--- src/design/nfsp_pkg.sv ---
// ----------------------------------------------------------------------------
// nfsp_pkg: shared types and constants of the negatives-first list reorder
// Store size, word widths, controller states and the command/status bundles
// that join the controller and the datapath.
// ----------------------------------------------------------------------------
`timescale 1ns / 1ps
`default_nettype none

package nfsp_pkg;

    // Store size and derived widths
    localparam int MAX_LEN = 64;
    localparam int ADDR_W  = $clog2(MAX_LEN);
    localparam int CNT_W   = ADDR_W + 1;
    localparam int WORD_W  = 32;

    typedef logic signed [WORD_W-1:0] t_word;
    typedef logic [ADDR_W-1:0]        t_addr;
    typedef logic [CNT_W-1:0]         t_cnt;

    // Controller states
    typedef enum logic [2:0] {
        S_LOAD,     // take list elements
        S_NSCAN,    // scan the store for the largest unused negative
        S_NOUT,     // hand the found negative to the output register
        S_PRD,      // read the next element in arrival order
        S_PCHK,     // emit it if non-negative
        S_DONE      // clear the list state
    } t_state;

    // Commands from the controller to the datapath
    typedef struct packed {
        logic load;        // store the input element or flag a drop
        logic scan_start;  // rewind the scan index and forget the best
        logic scan_step;   // issue one scan read and judge the returned one
        logic emit_best;   // send the best negative, mark it used
        logic rd_issue;    // read the element at the scan index
        logic emit_rd;     // send the element just read
        logic clear;       // drop the list, ready for the next one
    } t_dp_cmd;

    // Status from the datapath to the controller
    typedef struct packed {
        logic scan_done;   // all entries judged
        logic found;       // an unused negative was found
        logic rd_neg;      // element just read is negative
        logic idx_end;     // scan index reached the element count
        logic out_free;    // output register can take an item this cycle
    } t_dp_stat;

endpackage

`default_nettype wire

--- src/design/nfsp_if.sv ---
// ----------------------------------------------------------------------------
// nfsp_if: item channels of the list reorder block
// One interface for the input elements and one for the reordered results,
// each with a valid/ready handshake.
// ----------------------------------------------------------------------------
`timescale 1ns / 1ps
`default_nettype none

interface nfsp_in_if;
    logic              valid;
    logic              ready;
    nfsp_pkg::t_word   value;
    logic              last;

    modport source (output valid, output value, output last, input ready);
    modport sink   (input valid, input value, input last, output ready);
endinterface

interface nfsp_out_if;
    logic              valid;
    logic              ready;
    nfsp_pkg::t_word   result_value;
    logic              result_last;
    logic              overflow;

    modport source (output valid, output result_value, output result_last,
                    output overflow, input ready);
    modport sink   (input valid, input result_value, input result_last,
                    input overflow, output ready);
endinterface

`default_nettype wire

--- src/design/nfsp_dp.sv ---
// ----------------------------------------------------------------------------
// nfsp_dp: datapath of the list reorder block
// Element memory, count and drop flag, used marks, scan index with the
// best-negative tracker, and the output register.
// ----------------------------------------------------------------------------
`timescale 1ns / 1ps
`default_nettype none

module nfsp_dp (
    input  wire                       i_clk,
    input  wire                       i_rst_n,
    input  wire nfsp_pkg::t_dp_cmd    i_cmd,
    output nfsp_pkg::t_dp_stat        o_stat,
    input  wire nfsp_pkg::t_word      i_value,
    input  wire                       i_out_ready,
    output logic                      o_out_valid,
    output nfsp_pkg::t_word           o_result_value,
    output logic                      o_result_last,
    output logic                      o_overflow
);
    import nfsp_pkg::*;

    t_word               mem [MAX_LEN];

    t_cnt                r_count;
    logic                r_drop;
    logic [MAX_LEN-1:0]  r_used;
    t_cnt                r_emit_cnt;
    t_cnt                r_idx;
    t_word               r_rd;
    t_addr               r_rd_idx;
    logic                r_rd_vld;
    t_word               r_best;
    t_addr               r_best_idx;
    logic                r_found;
    logic                r_out_valid;
    t_word               r_out_value;
    logic                r_out_last;
    logic                r_out_ovf;

    logic                idx_end;
    logic                rd_en;
    logic                cand;
    logic                emit;
    logic                emit_last;
    t_word               emit_value;

    // Scan bookkeeping
    assign idx_end   = (r_idx == r_count);
    assign rd_en     = (i_cmd.scan_step && !idx_end) || i_cmd.rd_issue;
    assign cand      = i_cmd.scan_step && r_rd_vld && r_rd[WORD_W-1]
                       && !r_used[r_rd_idx] && (!r_found || (r_rd > r_best));
    assign emit      = i_cmd.emit_best || i_cmd.emit_rd;
    assign emit_last = ((r_emit_cnt + t_cnt'(1)) == r_count);
    assign emit_value = i_cmd.emit_best ? r_best : r_rd;

    assign o_stat.scan_done = !r_rd_vld && idx_end;
    assign o_stat.found     = r_found;
    assign o_stat.rd_neg    = r_rd[WORD_W-1];
    assign o_stat.idx_end   = idx_end;
    assign o_stat.out_free  = !r_out_valid || i_out_ready;

    // Element memory: write on load, registered read
    always_ff @(posedge i_clk) begin
        if (i_cmd.load && (r_count < t_cnt'(MAX_LEN))) begin
            mem[r_count[ADDR_W-1:0]] <= i_value;
        end
        if (rd_en) begin
            r_rd <= mem[r_idx[ADDR_W-1:0]];
        end
    end

    // Payload registers of the scan and the output
    always_ff @(posedge i_clk) begin
        if (rd_en) begin
            r_rd_idx <= r_idx[ADDR_W-1:0];
        end
        if (cand) begin
            r_best     <= r_rd;
            r_best_idx <= r_rd_idx;
        end
        if (emit) begin
            r_out_value <= emit_value;
            r_out_last  <= emit_last;
            r_out_ovf   <= r_drop;
        end
    end

    // Control registers
    always_ff @(posedge i_clk) begin
        if (!i_rst_n) begin
            r_count     <= '0;
            r_drop      <= 1'b0;
            r_used      <= '0;
            r_emit_cnt  <= '0;
            r_idx       <= '0;
            r_rd_vld    <= 1'b0;
            r_found     <= 1'b0;
            r_out_valid <= 1'b0;
        end else begin
            // count the stored element, or flag a drop once full
            if (i_cmd.load) begin
                if (r_count < t_cnt'(MAX_LEN)) begin
                    r_count <= r_count + t_cnt'(1);
                end else begin
                    r_drop <= 1'b1;
                end
            end

            // advance the scan
            if (i_cmd.scan_start) begin
                r_idx    <= '0;
                r_found  <= 1'b0;
                r_rd_vld <= 1'b0;
            end else begin
                if (rd_en) begin
                    r_idx <= r_idx + t_cnt'(1);
                end
                if (i_cmd.scan_step) begin
                    r_rd_vld <= rd_en;
                end
                if (cand) begin
                    r_found <= 1'b1;
                end
            end

            // mark sent negatives and count results
            if (i_cmd.emit_best) begin
                r_used[r_best_idx] <= 1'b1;
            end
            if (emit) begin
                r_emit_cnt <= r_emit_cnt + t_cnt'(1);
            end

            // output register
            if (emit) begin
                r_out_valid <= 1'b1;
            end else if (i_out_ready) begin
                r_out_valid <= 1'b0;
            end

            // drop the finished list
            if (i_cmd.clear) begin
                r_count    <= '0;
                r_drop     <= 1'b0;
                r_used     <= '0;
                r_emit_cnt <= '0;
            end
        end
    end

    assign o_out_valid    = r_out_valid;
    assign o_result_value = r_out_value;
    assign o_result_last  = r_out_last;
    assign o_overflow     = r_out_ovf;

endmodule

`default_nettype wire

--- src/design/nfsp_ctrl.sv ---
// ----------------------------------------------------------------------------
// nfsp_ctrl: controller of the list reorder block
// Sequences loading, the repeated scans for the largest unused negative,
// the in-order pass over the non-negatives, and the list clear.
// ----------------------------------------------------------------------------
`timescale 1ns / 1ps
`default_nettype none

module nfsp_ctrl (
    input  wire                       i_clk,
    input  wire                       i_rst_n,
    input  wire                       i_in_valid,
    input  wire                       i_in_last,
    output logic                      o_in_ready,
    input  wire nfsp_pkg::t_dp_stat   i_stat,
    output nfsp_pkg::t_dp_cmd         o_cmd
);
    import nfsp_pkg::*;

    t_state r_state;
    t_state n_state;

    // State register
    always_ff @(posedge i_clk) begin
        if (!i_rst_n) begin
            r_state <= S_LOAD;
        end else begin
            r_state <= n_state;
        end
    end

    // Next state
    always_comb begin
        n_state = r_state;
        unique case (r_state)
            S_LOAD: begin
                if (i_in_valid && i_in_last) n_state = S_NSCAN;
            end
            S_NSCAN: begin
                if (i_stat.scan_done) begin
                    n_state = i_stat.found ? S_NOUT : S_PRD;
                end
            end
            S_NOUT: begin
                if (i_stat.out_free) n_state = S_NSCAN;
            end
            S_PRD: begin
                n_state = S_PCHK;
            end
            S_PCHK: begin
                if (i_stat.rd_neg || i_stat.out_free) begin
                    n_state = i_stat.idx_end ? S_DONE : S_PRD;
                end
            end
            S_DONE: begin
                n_state = S_LOAD;
            end
            default: n_state = S_LOAD;
        endcase
    end

    // Outputs
    always_comb begin
        o_cmd      = '0;
        o_in_ready = 1'b0;
        unique case (r_state)
            S_LOAD: begin
                o_in_ready       = 1'b1;
                o_cmd.load       = i_in_valid;
                o_cmd.scan_start = i_in_valid && i_in_last;
            end
            S_NSCAN: begin
                o_cmd.scan_step  = !i_stat.scan_done;
                o_cmd.scan_start = i_stat.scan_done && !i_stat.found;
            end
            S_NOUT: begin
                o_cmd.emit_best  = i_stat.out_free;
                o_cmd.scan_start = i_stat.out_free;
            end
            S_PRD: begin
                o_cmd.rd_issue = 1'b1;
            end
            S_PCHK: begin
                o_cmd.emit_rd = !i_stat.rd_neg && i_stat.out_free;
            end
            S_DONE: begin
                o_cmd.clear = 1'b1;
            end
            default: begin
                o_cmd = '0;
            end
        endcase
    end

endmodule

`default_nettype wire

--- src/design/negatives_first_sorted_partition.sv ---
// ----------------------------------------------------------------------------
// negatives_first_sorted_partition: list reorder block
// Stores a list of signed words and sends it back with the negatives first,
// in descending order, followed by the non-negatives in arrival order.
// ----------------------------------------------------------------------------
// Usage:
//   i_in carries one list element per item, with last on the final one.
//   Up to 64 elements are stored; later ones are dropped and every result
//   of that list then carries overflow. The item marked last ends the list
//   even when it is dropped itself.
//   Loading takes one item per cycle. After the last item the block emits
//   the n stored elements on o_out, result_last on the final one. Each
//   negative result costs one scan of the store through its single read
//   port plus the hand-off to the output register; each non-negative
//   is read and then checked before it follows in arrival order.
//   i_in is not ready while a list is being sent; the next list may start
//   loading while the final result still sits in the output register.
//   A stalled receiver holds the output register and pauses the sequence.
//   After reset the store is empty and the block takes items at once.
// ----------------------------------------------------------------------------
`timescale 1ns / 1ps
`default_nettype none

module negatives_first_sorted_partition (
    input  wire         i_clk,
    input  wire         i_rst_n,
    nfsp_in_if.sink     i_in,
    nfsp_out_if.source  o_out
);
    import nfsp_pkg::*;

    t_dp_cmd  cmd;
    t_dp_stat stat;

    // Sequencer
    nfsp_ctrl u_ctrl (
        .i_clk      (i_clk),
        .i_rst_n    (i_rst_n),
        .i_in_valid (i_in.valid),
        .i_in_last  (i_in.last),
        .o_in_ready (i_in.ready),
        .i_stat     (stat),
        .o_cmd      (cmd)
    );

    // Store, scan and output register
    nfsp_dp u_dp (
        .i_clk          (i_clk),
        .i_rst_n        (i_rst_n),
        .i_cmd          (cmd),
        .o_stat         (stat),
        .i_value        (i_in.value),
        .i_out_ready    (o_out.ready),
        .o_out_valid    (o_out.valid),
        .o_result_value (o_out.result_value),
        .o_result_last  (o_out.result_last),
        .o_overflow     (o_out.overflow)
    );

endmodule

`default_nettype wire

--- src/flat_wrapper.sv ---
// flat-port wrapper written by rule: the top's interface ports become plain ports
module negatives_first_sorted_partition_flat import nfsp_pkg::*;
  (i_clk, i_rst_n, i_in_valid, i_in_value, i_in_last, i_in_ready, o_out_valid, o_out_result_value, o_out_result_last, o_out_overflow, o_out_ready);
  nfsp_in_if i_in_i ();
  nfsp_out_if o_out_i ();
  input  wire i_clk;
  input  wire i_rst_n;
  input wire logic [$bits(i_in_i.valid)-1:0] i_in_valid;
  input wire logic [$bits(i_in_i.value)-1:0] i_in_value;
  input wire logic [$bits(i_in_i.last)-1:0] i_in_last;
  output wire logic [$bits(i_in_i.ready)-1:0] i_in_ready;
  output wire logic [$bits(o_out_i.valid)-1:0] o_out_valid;
  output wire logic [$bits(o_out_i.result_value)-1:0] o_out_result_value;
  output wire logic [$bits(o_out_i.result_last)-1:0] o_out_result_last;
  output wire logic [$bits(o_out_i.overflow)-1:0] o_out_overflow;
  input wire logic [$bits(o_out_i.ready)-1:0] o_out_ready;
  assign i_in_i.valid = i_in_valid;
  assign i_in_i.value = i_in_value;
  assign i_in_i.last = i_in_last;
  assign i_in_ready = i_in_i.ready;
  assign o_out_valid = o_out_i.valid;
  assign o_out_result_value = o_out_i.result_value;
  assign o_out_result_last = o_out_i.result_last;
  assign o_out_overflow = o_out_i.overflow;
  assign o_out_i.ready = o_out_ready;
  negatives_first_sorted_partition u_core (.i_clk(i_clk), .i_rst_n(i_rst_n), .i_in(i_in_i), .o_out(o_out_i));
endmodule
--- config.mk ---
export PLATFORM = sky130hd
export DESIGN_NAME = negatives_first_sorted_partition_flat
export DESIGN_NICKNAME = d
export VERILOG_FILES = /design/src/design/nfsp_pkg.sv /design/src/design/nfsp_if.sv /design/src/design/nfsp_dp.sv /design/src/design/nfsp_ctrl.sv /design/src/design/negatives_first_sorted_partition.sv /design/src/flat_wrapper.sv
export SDC_FILE = /design/constraint.sdc
export NUM_CORES = 2
export LEC_CHECK = 0
export ABC_AREA = 1
export ABC_CLOCK_PERIOD_IN_PS = 5550
export BUFFER_PORTS_ARGS = -buffer_cell sky130_fd_sc_hd__buf_4
export CAP_MARGIN = 5
export CELL_PAD_IN_SITES_DETAIL_PLACEMENT = 0
export CELL_PAD_IN_SITES_GLOBAL_PLACEMENT = 1
export CORE_UTILIZATION = 53
export CTS_CLUSTER_SIZE = 20
export DETAILED_ROUTE_END_ITERATION = 10
export PLACE_DENSITY = 0.88
export SYNTH_ARGS = -nofsm -noshare
export SYNTH_HDL_FRONTEND = slang
export SYNTH_SLANG_ARGS = --single-unit
--- constraint.sdc ---
create_clock -name i_clk -period 5.55 [get_ports i_clk]
set_input_delay 1.665 -clock i_clk [delete_from_list [all_inputs] [get_ports i_clk]]
set_output_delay 1.665 -clock i_clk [all_outputs]
set_load 0.005 [all_outputs]
# --- Word level (Yosys, flattened, before mapping) ---
# Memory sizes are Yosys's and may differ from the RTL's. A register that Yosys moved wholly into a read port is not among the register bits.
# Cells that the tools add are included.
word_totals:
  ff_bits: 170
  out_inout_bits: 36
  mem_count: 1
  ram_bits: 2048
  in_bits: 37
  word_cells: 92
op_classes:
  bitwise: 3
  magnitude_cmp: 5
  n_addsub: 3
  reduce_logical: 30
  mux: 24
  n_eq_ne: 11
mem_list:
  columns: ["memory", "words", "width", "rd", "rd_ports_with_merged_regs", "write_ports", "line_no", "source"]
  rows:
  - ["u_core.u_dp.mem", 64, 32, 1, 1, 1, "nfsp_dp.sv:23", "t_word mem [MAX_LEN];"]
op_table:
  columns: ["op", "count"]
  rows:
  - ["$or A64 B64 Y64", 1]
  - ["$gt A32 B32 Y1", 1]
  - ["$mux W32", 1]
  - ["$add A7 B1 Y7 const B", 3]
  - ["$mux W3", 5]
  - ["$pmux W3 S5", 1]
  - ["$eq A7 B7 Y1", 2]
  - ["$lt A6 B7 Y1 const B", 2]
  - ["$mux W1", 14]
  - ["$logic_and A1 B1 Y1", 11]
  - ["$ne A2 B2 Y1 const B", 4]
  - ["$logic_not A1 Y1", 7]
  - ["$lt A7 B7 Y1 const B", 1]
  - ["$bmux W1 S6", 1]
  - ["$demux W1 S6", 1]
  - ["$eq A3 B2 Y1 const B", 2]
  - ["$eq A3 B3 Y1 const B", 2]
  - ["$ge A6 B1 Y1 const B", 1]
  - ["$logic_or A1 B1 Y1", 5]
  - ["$reduce_and A2 Y1", 2]
  - ["$reduce_and A4 Y1", 1]
  - ["$reduce_or A2 Y1", 2]
  - ["$eq A3 B1 Y1 const B", 1]
  - ["$logic_not A3 Y1", 1]
  - ["other kinds (3)", 4]

# --- Longest topological paths before layout ---
depth:
  depth_word: 8
  ltp_mapped: 17
  mapped_depth_nobuf: 17

# --- Cells and area by module ---
# From an unflattened synthesis, not the netlist that was laid out.
unflattened:
  cells_unflattened: 6822
  hier_area_um2: 88778.9
by_module_without_submodules:
  columns: ["mod", "area_each_um2", "n_inst", "cells_each", "seq_area_each_um2"]
  rows:
  - ["nfsp_dp", 88509.9, 1, 6775, 66583.9]
  - ["nfsp_ctrl", 269.0, 1, 47, 60.1]

# --- Least setup slack after synthesis ---
# No wires, ideal clock.
synth_timing:
  path_type: "input to register"
  startpoint: "input i_in_valid"
  endpoint: "memory u_core.u_dp.mem[7][0] (netlist bit), enable pin"
  arrival_time_ps: 4620
  stages: 8
  path_slack_ps: 468
  setup_time_ps: 461
  path_buffers: 0
  required_time_ps: 5089
  path_cell_list: "inv_1 nor3_2 inv_1 nor2_2 nand2_2 inv_1 nand2_1 nor3_1"
synth_via:
  elab_chain_len: 4
synth_lines:
  columns: ["element", "line_no", "source"]
  rows:
  - ["start: declaration", "flat_wrapper.sv:8", "input wire logic [$bits(i_in_i.valid)-1:0] i_in_valid;"]
  - ["$mux W1", "nfsp_ctrl.sv:66", "unique case (r_state)"]
  - ["$logic_and A1 B1 Y1", "nfsp_dp.sv:65", "if (i_cmd.load && (r_count < t_cnt'(MAX_LEN))) begin"]
  - ["$mux W1", "nfsp_dp.sv:65", null]
  - ["$mux W1 (not written as such)", "nfsp_dp.sv:66", "mem[r_count[ADDR_W-1:0]] <= i_value;"]
  - ["end: declaration", "nfsp_dp.sv:23", null]
# Every way passes these cells.

# --- Final worst setup path ---
layout_timing:
  startpoint: "register u_core.u_dp.r_idx[0]"
  endpoint: "register u_core.u_dp.r_rd[13] (read register of u_core.u_dp.mem), data pin"
layout_via:
  elab_chain_len: 6
  elab_cells_between_ends: 7
  classes_between: "eq/ne: 1; mux: 1; reduce/logical: 5"
layout_lines:
  columns: ["element", "line_no", "source"]
  rows:
  - ["start: declaration", "nfsp_dp.sv:29", "t_cnt r_idx;"]
  - ["start signal: assignment", "nfsp_dp.sv:117", "r_idx <= r_idx + t_cnt'(1);"]
  - ["$eq A7 B7 Y1", "nfsp_dp.sv:49", "assign idx_end = (r_idx == r_count);"]
  - ["$logic_and A1 B1 Y1", "nfsp_dp.sv:57", "assign o_stat.scan_done = !r_rd_vld && idx_end;"]
  - ["$logic_not A1 Y1", "nfsp_ctrl.sv:73", "o_cmd.scan_step = !i_stat.scan_done;"]
  - ["$mux W1", "nfsp_ctrl.sv:66", null]
  - ["$logic_and A1 B1 Y1", "nfsp_dp.sv:50", "assign rd_en = (i_cmd.scan_step && !idx_end) || i_cmd.rd_issue;"]
  - ["$logic_or A1 B1 Y1", "nfsp_dp.sv:50", null]
  - ["end: declaration", "nfsp_dp.sv:30", "t_word r_rd;"]
# Parallel ways exist; a longest one is shown, timed or not.
# A chain may end at the register's enable or synchronous reset.

==> impl_metrics.yaml <==
outcome:
  status: "finished with violations"
  violations: "design-rule violations"
floorplanning:
  rows: 149
  io_pins: 73
  dieArea_um2: 168400
  core_um2: 165400
  die_w_um: 410.4
  die_h_um: 410.4
  start_util_pct: 53.46
detailed_routing:
  wl_um: 241100
  ant_nets: 0
  vias_per_cell: 6.311
  first_iter_violations: 7978
  wire_per_inst_um: 26.50
  num_vias: 57420
  first_pass_iters: 11
  drc_errors: 6
cells_and_area:
  final_cell_mix: "edfxtp_1, nor2_1, o21ai_0, nand2_1"
  syn2layout_area_growth_pct: 11.58
  final_cells: 9098
  fin_util_pct: 59.65
  final_common_cell: "edfxtp_1"
  nets: 6794
  drive_gt1_share_pct: 8.992
logic_synthesis:
  synth_seq_cells: 2250
  synth.distinct_cells: 42
  synth-main-ff-cell: "edfxtp_1"
  synthesis.nets: 6829
  synth_edf_count: 2158
  ys_warn_count: 0
  synthCells: 6757
  syn_avg_cell_area_um2: 13.08
  yosysSeqAreaShare_pct: 75.38
  synth_area_um2: 88410
  ys_async_sr_fraction_pct: 0
cts:
  clk_path_buf_depth: 3
  clk_latency_ns: 0.85
  clkSlewWorstSetupHoldPaths_ns: 0.06
  cts_setup_buffers: 0
  hold_buffers: 0
  cts_root_buf: "clkbuf_16"
  cts_buffers: 216
  cts_sinks: 2250
  ctsResizeCount: 0
  htreeDepth: 4
  cts_tree: "yes"
power:
  total_leakage_power_nw: 31.89
  peakVddDrop_mv: 0.3324
  p_per_area_nw_per_um2: 356.9
worst_setup_path:
  required_ns: 6.08
  cp.arrival_ns: 4.28
  crit_type: "register to register"
  crit_path_end_kind: "register"
  crit_path_start_kind: "register"
  path_max_fanout: 178
global_routing:
  grtUsageTotal_pct: 28.12
  first_global_vias: 54150
  antenna_found_initial: 4
  grt_pass1_wl_um: 351500
  overflow: 0
  grt_max_degree: 192
sta:
  tightest_slew_ns: 1.144
  rsz0062_at_grt: "no"
  setup_viol: 0
  drv_slew: 0
  worst_clock_skew_ns: 0.02704
  period_needed_ns: 3.752
  finalSetupTns_ns: 0
  maxClockFrequency_mhz: 266.6
  period_share_pct: 67.60
  relSlewSlack_pct: 23.18
  setup_ws_ns: 1.798
  hold_viol_final: 0
job:
  drv_cap: 0
worst_hold_path:
  hold_class: "register to register"
place:
  place_hpwl_um: 135200
  pre_cts_ws_ns: 1.013
  dp.cells: 8693
  gp_congestion: 0.9220
  port_buffers: 72
[through the flow]
| step | hold slack (ns) | cell area, um^2 | power, mW |
|---|---|---|---|
| finish | 0.4365 | 98640 | 35.21 |
| global route | 0.4583 | 98640 | 36.02 |
| CTS | 0.4363 | 98640 | 35.25 |
| detailed placement | 0.4219 | 91450 | 20.63 |
| global placement | 0.4174 | 91450 | 20.58 |
| floorplan | 0.4082 | 88410 | 19.88 |
[synthesized netlist by cell type, types with 8 or more instances]
library cell  instances  share of area, %
buf_6                14              0.18
o221ai_1            141               1.4
o22ai_1             307               2.2
edfxtp_1           2158                73
buf_2               134              0.76
inv_1                98              0.42
o21ai_0            1040               5.9
clkbuf_1            278               1.2
nor3_1               18              0.10
dfxtp_1              92               2.1
nand2_1             437               1.9
o211ai_1            114              0.97
nand3_1             307               1.7
a21oi_1             174              0.99
nand4_1              24              0.17
ha_1                 35              0.50
xnor2_1               8             0.079
nor2_1             1255               5.3
buf_4                17              0.14
buf_1                15             0.064
o21ai_1              52              0.29
[registers in the layout (all words and copies together) (netlist names)]
name and flops:
u_core.u_dp.o_result_last 1, u_core.u_dp.mem 2048, u_core.u_dp.r_best_idx 6, u_core.u_dp.o_overflow 1, u_core.u_dp.r_drop 1, u_core.u_dp.o_out_valid 1, u_core.u_dp.r_idx 7, u_core.u_dp.r_rd_vld 1
u_core.u_dp.r_found 1, u_core.u_dp.o_result_value 32, u_core.u_dp.r_rd 32, u_core.u_dp.r_emit_cnt 7, u_core.u_dp.r_count 7, u_core.u_dp.r_used 64, u_core.u_dp.r_best 32, u_core.u_dp.r_rd_idx 6
u_core.u_ctrl.r_state 3
[worst paths after layout]
path                                           start                endpoint  slack [ns]  cells past startpoint
worst max-delay path            u_core.u_dp.r_idx[0]    u_core.u_dp.r_rd[13]        1.80                      8
worst min-delay path              u_core.u_dp.r_drop  u_core.u_dp.o_overflow        0.44                      0
worst max register to register  u_core.u_dp.r_idx[0]    u_core.u_dp.r_rd[13]        1.80                      8
worst min register to register    u_core.u_dp.r_drop  u_core.u_dp.o_overflow        0.44                      0
[critical path, cell delays in order, from the launching register on]
cell and delay [ns]:
dfxtp_4 0.76, inv_16 0.32, buf_12 0.40, o21ai_0 0.22, o22ai_1 0.13, o211ai_1 0.39
nand3_1 0.30, nand3_1 0.34, nand3_1 0.26
[cells by family (layout without fill, tap and decap cells)]
kind of cell,count (synthesis),count (layout),synth area share (%)
fa+ha+maj,35,35,0.4953
simple gates,2058,2058,9.413
other cells,0,3,0
compound gates,1836,1836,11.78
buf+inv,563,712,2.787
flops,2250,2250,75.38
xor+xnor,15,15,0.1486
[power breakdown]
| group | internal [mW] | switching, mW | total, mW |
|---|---|---|---|
| combinational | 0.335 | 1.21 | 1.55 |
| sequential | 18.7 | 0.0634 | 18.8 |
| clock | 8.58 | 6.32 | 14.9 |
[cell type report]
cell class,count,area (um^2)
timing repair buffer,206,1809
tap,2189,2739
clock buffer,268,5692
sequential,2250,66660
fill,12270,66720
clock inverter,134,1496
multi-input combinational,3944,19820
inverter,104,426.7
antenna,3,7.507
[routing by layer]
metal	up-vias	part of all wire, %	global-route usage, %
met3	614	9.9	5.207
met5	-	0	0
met2	3405	48	44.71
met1	28290	37	37.07
li1	25110	-	-
met4	0	5.6	14.62
Power figures use the tool's default switching activity.
